--- config.mk ---
export PLATFORM = sky130hd
export DESIGN_NAME = qte_queue
export DESIGN_NICKNAME = d
export VERILOG_FILES = /design/src/design/qte_pkg.sv /design/src/design/qte_queue.sv
export VERILOG_INCLUDE_DIRS = /design/src /design/src/design
export SDC_FILE = /design/constraint.sdc
export NUM_CORES = 1
export LEC_CHECK = 0
export BUFFER_PORTS_ARGS = -buffer_cell sky130_fd_sc_hd__buf_2
export CORE_UTILIZATION = 45
export CTS_BUF_LIST = sky130_fd_sc_hd__clkbuf_16
export CTS_CLUSTER_SIZE = 14
export DETAILED_ROUTE_END_ITERATION = 10
export GPL_TIMING_DRIVEN = 0
export SYNTH_ARGS = -nofsm -noshare
export SYNTH_HDL_FRONTEND = slang
export SYNTH_SLANG_ARGS = --single-unit
--- constraint.sdc ---
create_clock -name clk -period 8.2 [get_ports clk]
set_input_delay 1.23 -clock clk [delete_from_list [all_inputs] [get_ports clk]]
set_output_delay 1.23 -clock clk [all_outputs]
set_load 0.02 [all_outputs]
--- src/design/quaternion_to_euler_angles_macros.svh ---
// Assertion macros shared by the quaternion-to-Euler design files.
// Expects clk and rst_n in the including module's scope.
`ifndef QUATERNION_TO_EULER_ANGLES_MACROS_SVH
`define QUATERNION_TO_EULER_ANGLES_MACROS_SVH

// Same-cycle implication, checked out of reset
`define QTE_ASSERT_IMP(lbl, ant, cons) \
  lbl: assert property (@(posedge clk) disable iff (!rst_n) (ant) |-> (cons)) \
    else $error("same-cycle check failed");

// Next-cycle implication, checked out of reset
`define QTE_ASSERT_NEXT(lbl, ant, cons) \
  lbl: assert property (@(posedge clk) disable iff (!rst_n) (ant) |=> (cons)) \
    else $error("next-cycle check failed");

`endif

--- src/design/qte_pkg.sv ---
// Types, constants and step functions for the quaternion-to-Euler pipeline.
// No dependencies; used by the front, queue, back and top-level files.
package qte_pkg;

  localparam int SQ_STAGES = 31;
  localparam int TABLE_LEN = 24;

  typedef struct packed {
    logic signed [15:0] q_w;
    logic signed [15:0] q_x;
    logic signed [15:0] q_y;
    logic signed [15:0] q_z;
  } in_t;

  typedef struct packed {
    logic signed [15:0] roll_angle;
    logic signed [15:0] pitch_angle;
    logic signed [15:0] yaw_angle;
    logic               pitch_clamped;
  } out_t;

  // Queue entry: atan2 operands, pitch sine, and the radicand for its cosine
  typedef struct packed {
    logic signed [34:0] rx;
    logic signed [34:0] ry;
    logic signed [34:0] yx;
    logic signed [34:0] yy;
    logic signed [31:0] s;
    logic [61:0]        v;
    logic               clamped;
  } work_t;

  typedef struct packed {
    logic [61:0]        v;
    logic [61:0]        res;
    logic signed [34:0] rx;
    logic signed [34:0] ry;
    logic signed [34:0] yx;
    logic signed [34:0] yy;
    logic signed [31:0] s;
    logic               clamped;
  } sq_stage_t;

  typedef struct packed {
    logic signed [53:0] x;
    logic signed [53:0] y;
    logic [31:0]        acc;
    logic               zero;
  } lane_t;

  typedef struct packed {
    lane_t roll;
    lane_t pitch;
    lane_t yaw;
    logic  clamped;
  } cd_stage_t;

  // Arctangent table, 2^31 = pi
  function automatic logic [31:0] atan_entry(int unsigned i);
    logic [31:0] r;
    case (i)
      0: r = 32'd536870912;  1: r = 32'd316933406;
      2: r = 32'd167458907;  3: r = 32'd85004756;
      4: r = 32'd42667331;   5: r = 32'd21354465;
      6: r = 32'd10680350;   7: r = 32'd5340245;
      8: r = 32'd2670163;    9: r = 32'd1335087;
      10: r = 32'd667544;    11: r = 32'd333772;
      12: r = 32'd166886;    13: r = 32'd83443;
      14: r = 32'd41722;     15: r = 32'd20861;
      16: r = 32'd10430;     17: r = 32'd5215;
      18: r = 32'd2608;      19: r = 32'd1304;
      20: r = 32'd652;       21: r = 32'd326;
      22: r = 32'd163;       23: r = 32'd81;
      default: r = 32'd0;
    endcase
    return r;
  endfunction

  // One digit-pair of the restoring square root
  function automatic sq_stage_t sqrt_step(sq_stage_t a, int unsigned sh);
    sq_stage_t   r;
    logic [61:0] bitv;
    logic [61:0] trial;
    r     = a;
    bitv  = 62'(1) << sh;
    trial = a.res + bitv;
    if (a.v >= trial) begin
      r.v   = a.v - trial;
      r.res = (a.res >> 1) + bitv;
    end else begin
      r.res = a.res >> 1;
    end
    return r;
  endfunction

  // Scale by 2^16, fold the left half-plane onto the right
  function automatic lane_t cordic_init(logic signed [34:0] y, logic signed [34:0] x);
    lane_t              r;
    logic signed [53:0] xs;
    logic signed [53:0] ys;
    xs     = {{3{x[34]}}, x, 16'b0};
    ys     = {{3{y[34]}}, y, 16'b0};
    r.zero = (x == 35'sd0) && (y == 35'sd0);
    if (x[34]) begin
      r.x   = -xs;
      r.y   = -ys;
      r.acc = 32'h8000_0000;
    end else begin
      r.x   = xs;
      r.y   = ys;
      r.acc = 32'h0;
    end
    return r;
  endfunction

  // One vectoring iteration; shifts are floor shifts
  function automatic lane_t cordic_step(lane_t a, int unsigned i);
    lane_t              r;
    logic signed [53:0] xs;
    logic signed [53:0] ys;
    r  = a;
    xs = a.x >>> i;
    ys = a.y >>> i;
    if (!a.y[53]) begin
      r.x   = a.x + ys;
      r.y   = a.y - xs;
      r.acc = a.acc + atan_entry(i);
    end else begin
      r.x   = a.x - ys;
      r.y   = a.y + xs;
      r.acc = a.acc - atan_entry(i);
    end
    return r;
  endfunction

  // Round the accumulator to a 16-bit binary angle
  function automatic logic signed [15:0] lane_angle(lane_t a);
    logic [31:0] sum;
    sum = a.acc + 32'h0000_8000;
    return a.zero ? 16'sd0 : $signed(sum[31:16]);
  endfunction

endpackage

--- src/design/qte_queue.sv ---
// Small register queue between the front and back ends.
// Depends on qte_pkg and the assertion macro header.
`include "quaternion_to_euler_angles_macros.svh"
module qte_queue #(
  parameter int DEPTH = 4
) (
  input  logic           clk,
  input  logic           rst_n,
  input  logic           push_i,
  input  qte_pkg::work_t data_i,
  output logic           full_o,
  input  logic           pop_i,
  output logic           valid_o,
  output qte_pkg::work_t data_o
);

  localparam int AW = (DEPTH > 1) ? $clog2(DEPTH) : 1;

  qte_pkg::work_t    mem_r [DEPTH];
  logic [AW-1:0]     wr_r, rd_r;
  logic [AW:0]       cnt_r;

  assign full_o  = (cnt_r == (AW+1)'(DEPTH));
  assign valid_o = (cnt_r != '0);
  assign data_o  = mem_r[rd_r];

  // Store the incoming beat
  always_ff @(posedge clk) begin
    if (push_i) begin
      mem_r[wr_r] <= data_i;
    end
  end

  // Advance pointers and count
  always_ff @(posedge clk) begin
    if (!rst_n) begin
      wr_r  <= '0;
      rd_r  <= '0;
      cnt_r <= '0;
    end else begin
      if (push_i) begin
        wr_r <= (wr_r == AW'(DEPTH-1)) ? '0 : wr_r + 1'b1;
      end
      if (pop_i) begin
        rd_r <= (rd_r == AW'(DEPTH-1)) ? '0 : rd_r + 1'b1;
      end
      cnt_r <= cnt_r + (AW+1)'(push_i) - (AW+1)'(pop_i);
    end
  end

  `QTE_ASSERT_IMP(a_no_overflow, push_i, !full_o)
  `QTE_ASSERT_IMP(a_no_underflow, pop_i, valid_o)
  `QTE_ASSERT_IMP(a_count_bound, 1'b1, cnt_r <= (AW+1)'(DEPTH))

endmodule

==> impl_metrics.json, run 1 <==
{
  "status": "completed",
  "finalCritPeriodShare_pct": 49.6,
  "grt-ovfl-total": 0,
  "grt_pass1_wl_um": 103000,
  "clkTransAtPathRegs_ns": 0.06,
  "clock_latency_ns": 0.64,
  "rows": 100,
  "synth_cells": 1271,
  "portBuffers": 475,
  "antenna_found_initial": 26,
  "firstDrtPassIters": 6,
  "fillerInstances": 5644,
  "crit_family": "buffers and inverters",
  "root_buffer": "clkbuf_16",
  "setup_slack_ns": 4.13,
  "ir_drop_v": 0.000201,
  "leakage_uw": 0.0140,
  "postPlaceCellArea_um2": 38500,
  "die_area_um2": 77400,
  "arrival_ns": 2.84,
  "final_common_cell": "edfxtp_1",
  "slowest_stage": "buf_2",
  "htreeDepth": 3,
  "cts_resized": 0,
  "total_power_uw": 10600,
  "avgSynthCellArea_um2": 27.0,
  "drcViolationCount": 0,
  "cts_max_path_buffers": 3,
  "totalWireLength_um": 69700,
  "core_um2": 74900,
  "drt.antenna.violating_nets": 0,
  "cpMostUsedCell": "buf_2",
  "finalSetupViolCount": 0,
  "cts_buffers": 94,
  "critPathRequiredTime_ns": 6.97,
  "cts_setup_buffers": 0,
  "post-place-ws_ns": 4.69,
  "area_growth_pct": 20.5,
  "crit_type": "flop to primary output",
  "critPathMaxFanout": 10,
  "grt_usage_pct": 18.1,
  "fin_util_pct": 55.2,
  "fmax_mhz": 246,
  "critPathBufInv": 4,
  "end_kind": "primary output",
  "ys_seq_area_share_pct": 82.7,
  "cts_tree": "yes",
  "synth_seq_cells": 949,
  "worst_pin_slew_ns": 0.677,
  "start_util_pct": 45.8,
  "power_density_nw_per_um2": 256,
  "grt_max_degree": 54,
  "min_period_ns": 4.07,
  "finalNetCount": 2109,
  "vias": 15400,
  "clock_skew_ns": 0.0255,
  "drv_slew": 0,
  "max_slew_margin_pct": 54.9,
  "final_hold_viol_count": 0,
  "syn_nets": 1518,
  "seq_area_um2": 28400,
  "die_h_um": 278,
  "wl_per_cell_um": 24.0,
  "hp-class": "flop to flop",
  "netlist_area_um2": 34300,
  "drive_gt1_share_pct": 46.7,
  "gp_congestion": 0.728,
  "cts_sinks": 949,
  "multiInputGateArea_um2": 5560,
  "grt_pass1_vias": 16300,
  "cp_cell_sequence": "buf_2 -> buf_2 -> buf_2 -> mux4_2 -> buf_2",
  "dpl.hpwl_um": 44900,
  "ys_warn_count": 0,
  "cp-start-kind": "flop",
  "cpPeakStageDelay_ns": 0.46,
  "ios": 476,
  "viasPerCell": 5.30,
  "layout_common_cells": "edfxtp_1 (940), buf_2 (501), mux4_2 (235)",
  "drt_iter0_markers": 844,
  "drv_cap": 0,
  "die_x_um": 278,
  "holdBufCountCts": 0,
  "ys_types": 19,
  "final_area_um2": 41400,
  "rsz0062_at_grt": "false"
}
[through the flow]
step / cells / setup TNS (ns) / hold WS (ns)
after global routing: 2900 / 0 / 0.544
after CTS: 2898 / 0 / 0.520
final: 2905 / 0 / 0.522
after floorplan: 1271 / 0 / 0.476
after global placement: 2715 / -3574.34 / 0.491
after detailed placement: 2735 / 0 / 0.512
[path summary, 6_finish.rpt]
path	cells past startpoint	startpoint	slack [ns]	endpoint
setup / recovery	5	flop	4.13	data_o[90]
hold / removal	2	rd_r[0]$_SDFFE_PN0P_	0.52	flop
setup reg to reg	5	wr_r[0]$_SDFFE_PN0P_	5.85	mem_r[3][168]$_DFFE_PP_
hold reg to reg	2	rd_r[0]$_SDFFE_PN0P_	0.52	flop
[report_power, final]
group / internal (uW) / switching [uW]
Combinational: 416 / 622
Sequential: 5540 / 38.1
Clock: 2240 / 1720
[Yosys cell counts]
| library cell | instances | area, um^2 |
|---|---|---|
| and2_1 | 6 | 37.5 |
| edfxtp_1 | 940 | 28200 |
| dfxtp_1 | 9 | 180 |
| ha_1 | 7 | 87.6 |
| mux4_2 | 235 | 5290 |
| mux2i_1 | 2 | 20.0 |
| buf_1 | 7 | 26.3 |
| or3b_2 | 2 | 17.5 |
| inv_1 | 7 | 26.3 |
| fa_1 | 1 | 20.0 |
| and3_1 | 1 | 6.26 |
| buf_6 | 18 | 203 |
| clkbuf_1 | 1 | 3.75 |
| nand2b_1 | 2 | 12.5 |
| nor2_1 | 3 | 11.3 |
| buf_2 | 26 | 130 |
| a21oi_1 | 2 | 10.0 |
| xor3_1 | 1 | 23.8 |
| or3_1 | 1 | 6.26 |
[registers in the layout (all words and copies together), names as in the netlist, named ones only]
name	count
cnt_r	3
mem_r	940
rd_r	2
wr_r	2
[layout make-up]
type / instances / area share, %
antenna: 7 / 0.0423
buffer: 52 / 0.877
clock buffer: 96 / 5.81
clock inverter: 67 / 1.11
inverter: 7 / 0.0635
multi-input combinational: 263 / 13.4
sequential: 949 / 68.7
tap: 969 / 2.93
timing repair buffer: 495 / 7.06
[tightest hold or removal path, stage by stage, from the launching register on]
cell and delay (ns):
dfxtp_1 0.33, nand2b_1 0.07, a21oi_1 0.07
[cells by family after synthesis]
| group | Yosys count | synth area share, % |
|---|---|---|
| flip-flops | 949 | 82.7 |
| buffers and inverters | 59 | 1.13 |
| AO/OA/AOI/OAI | 2 | 0.0291 |
| AND/OR/NAND/NOR | 15 | 0.266 |
| XOR/XNOR | 1 | 0.0692 |
| multiplexers | 237 | 15.5 |
| adder cells (fa/ha/maj) | 8 | 0.313 |
[per-layer routing]
layer | share of wire, % | wire (um) | global-route usage [%] | vias up
li1 | - | - | - | 6751
met1 | 38 | 26200 | 21.9 | 8068
met2 | 51 | 35300 | 29.9 | 428
met3 | 9.6 | 6680 | 7.38 | 118
met4 | 1.7 | 1200 | 4.92 | 40
met5 | 0.38 | 265 | 0 | -
Note: power is estimated with default switching activity, not from simulation.
==> run 2: changes to the inputs <==
PLACE_DENSITY = 0.67   (was default)
clock period = 3.4 ns   (was 8.2 ns; I/O delays follow)
==> run 2 against run 1 <==
Compared with the run above:
- global-route usage rose by 0.18 points
- power rose by 150%
- critical endpoint is now data_o[185]
- flip-flop and latch count did not move
- non-clock buffer count fell by 4
- sequential power rose by 140%
- setup slack got worse by 3.9 ns
- largest power group unchanged
==> impl_metrics.json, run 2 (synthesis results as in run 1) <==
{
  "grt_pass1_vias": 16600,
  "cpMostUsedCell": "buf_2",
  "holdPathStages": 1,
  "drt.antenna.violating_nets": 0,
  "layout_common_cells": "edfxtp_1 (940), buf_2 (500), mux4_2 (235)",
  "reg2reg_slack_ns": 1.09,
  "arrival_ns": 2.65,
  "total_power_uw": 26400,
  "power_density_nw_per_um2": 634,
  "finalCritPeriodShare_pct": 93.1,
  "clock_skew_ns": 0.0359,
  "slowest_stage": "buf_2",
  "vias": 15600,
  "r2r_end": "mem_r[1][170]$_DFFE_PP_",
  "portBuffers": 475,
  "die_x_um": 278,
  "dpl.hpwl_um": 45000,
  "p_sw_share_pct": 22.8,
  "area_growth_pct": 21.1,
  "critPathMaxFanout": 10,
  "leakage_uw": 0.0140,
  "postPlaceCellArea_um2": 38400,
  "gp_congestion": 0.725,
  "final_hold_viol_count": 0,
  "clock_latency_ns": 0.66,
  "ios": 476,
  "die_area_um2": 77400,
  "cp-start-kind": "flop",
  "clkPwrFrac_pct": 39.5,
  "cpPeakStageDelay_ns": 0.40,
  "regMostFlops": "mem_r",
  "setup_slack_ns": 0.236,
  "clkTransAtPathRegs_ns": 0.06,
  "grt_usage_pct": 18.2,
  "finalSetupViolCount": 0,
  "finalNetCount": 2106,
  "reg2reg_depth": 5,
  "status": "completed",
  "totalWireLength_um": 70500,
  "fmax_mhz": 316,
  "crit_type": "flop to primary output",
  "largest_reg_flops": 940,
  "tns_ns": 0,
  "numPlacedInstances": 2731,
  "wl_per_cell_um": 24.2,
  "worst_pin_slew_ns": 0.771,
  "max_slew_margin_pct": 48.6,
  "cts_tree": "yes",
  "end_kind": "primary output",
  "p_sw_uw": 6000,
  "drv_cap": 0,
  "antenna_found_initial": 25,
  "grt_max_degree": 57,
  "htreeDepth": 3,
  "final_common_cell": "edfxtp_1",
  "drcViolationCount": 0,
  "drv_slew": 0,
  "holdBufCountCts": 0,
  "root_buffer": "clkbuf_16",
  "rows": 100,
  "reg_top3": "mem_r (940), cnt_r (3)",
  "start_util_pct": 45.8,
  "core_um2": 74900,
  "crit_family": "buffers and inverters",
  "min_period_ns": 3.16,
  "grt_pass1_wl_um": 105000,
  "cts_sinks": 949,
  "holdPathEnd": "mem_r[2][72]$_DFFE_PP_",
  "r2r_start": "wr_r[1]$_SDFFE_PN0P_",
  "final_area_um2": 41600,
  "cp_cell_sequence": "buf_2 -> buf_2 -> buf_2 -> mux4_2 -> buf_2",
  "p_int_uw": 20400,
  "die_h_um": 278,
  "drt_iter0_markers": 1182,
  "power_frac_comb_pct": 9.5,
  "cts_buffers": 95,
  "critPathRequiredTime_ns": 2.89,
  "firstDrtPassIters": 5,
  "cts_max_path_buffers": 3,
  "hp-class": "input port to flop",
  "fillerInstances": 5507,
  "final_cell_count_no_fill": 2912,
  "min_from": "data_i[72]",
  "pwr-share-seq_pct": 51.0,
  "rsz0062_at_grt": "false",
  "post-place-ws_ns": 0.680,
  "critPathBufInv": 4,
  "grt-ovfl-total": 0,
  "viasPerCell": 5.35,
  "ir_drop_v": 0.000474,
  "drive_gt1_share_pct": 47.5
}
==> run 2: cell count changes in the layout (fill, tap and decap cells not counted), moves of 2 or more <==
cell / before / now
inv_1: 29 / 19
buf_16: 19 / 16
inv_6: 0 / 3
bufinv_16: 4 / 11
diode_2: 7 / 5
clkinv_2: 14 / 21
inv_16: 3 / 0
clkinvlp_4: 3 / 6
clkinv_4: 0 / 4
clkinv_16: 1 / 4
==> run 2: how the worst max path moves through the flow <==
| stage | cells after the start | slack, ns | endpoint |
|---|---|---|---|
| after global placement | 2 | -0.80 | mem_r[1][129]$_DFFE_PP_ |
| final | 5 | 0.24 | data_o[185] |
| after floorplan | 3 | 0.77 | mem_r[2][0]$_DFFE_PP_ |
| after CTS | 5 | 0.1 | data_o[150] |
| after detailed placement | 5 | 0.68 | data_o[150] |
| after global routing | 5 | 0.09 | data_o[150] |
==> run 2: cell type report <==
type | count | area (um^2) | share of cell area (%)
antenna | 5 | 12.5 | 0.0301
inverter | 7 | 26.3 | 0.0632
tap | 969 | 1210 | 2.92
clock inverter | 80 | 778 | 1.87
timing repair buffer | 491 | 2820 | 6.78
sequential | 949 | 28400 | 68.3
multi-input combinational | 263 | 5560 | 13.4
buffer | 52 | 365 | 0.879
clock buffer | 96 | 2400 | 5.78
==> run 2: what timing repair did <==
item | 4_1_cts | 5_1_grt
endpoints found under the hold margin | 0 | 0
buffers inserted | 0 | 0
resized for setup | 1 | 0
endpoints found under the setup margin | 10 | 0
==> run 2: per-layer routing <==
layer | routed length [um] | GRT usage (%) | part of all wire, % | vias up
li1 | - | - | - | 6760
met1 | 27200 | 22.9 | 39 | 8109
met2 | 34800 | 29.5 | 49 | 543
met3 | 6670 | 7.04 | 9.5 | 138
met4 | 1580 | 5.30 | 2.2 | 36
met5 | 229 | 0 | 0.33 | -
==> run 2: worst reg2reg max path: cells and delay by family (launching register included) <==
family                   cells  cell delay (ns)
flip-flops                   1             0.34
buffers and inverters        3             0.76
AND/OR/NAND/NOR              1             0.64
adder cells (fa/ha/maj)      1             0.15
==> run 2: power by group through the flow <==
| stage | sequential, uW | clock, uW | combinational, uW |
|---|---|---|---|
| 2_1_floorplan | 13700 | 0 | 1510 |
| 3_3_place_gp | 13700 | 0 | 2450 |
| 3_5_place_dp | 13700 | 0 | 2540 |
| 4_1_cts | 13500 | 10700 | 2560 |
| 5_1_grt | 13500 | 11100 | 2670 |
| 6_report | 13500 | 10400 | 2500 |
==> run 2: per-stage QoR <==
step | utilization (%) | hold WS [ns]
2_1_floorplan | - | 0.476
3_3_place_gp | 50.6 | 0.495
3_5_place_dp | 51.2 | 0.523
4_1_cts | 55.5 | 0.0160
5_1_grt | 55.5 | 0.0319
6_report | 55.5 | 0.0660
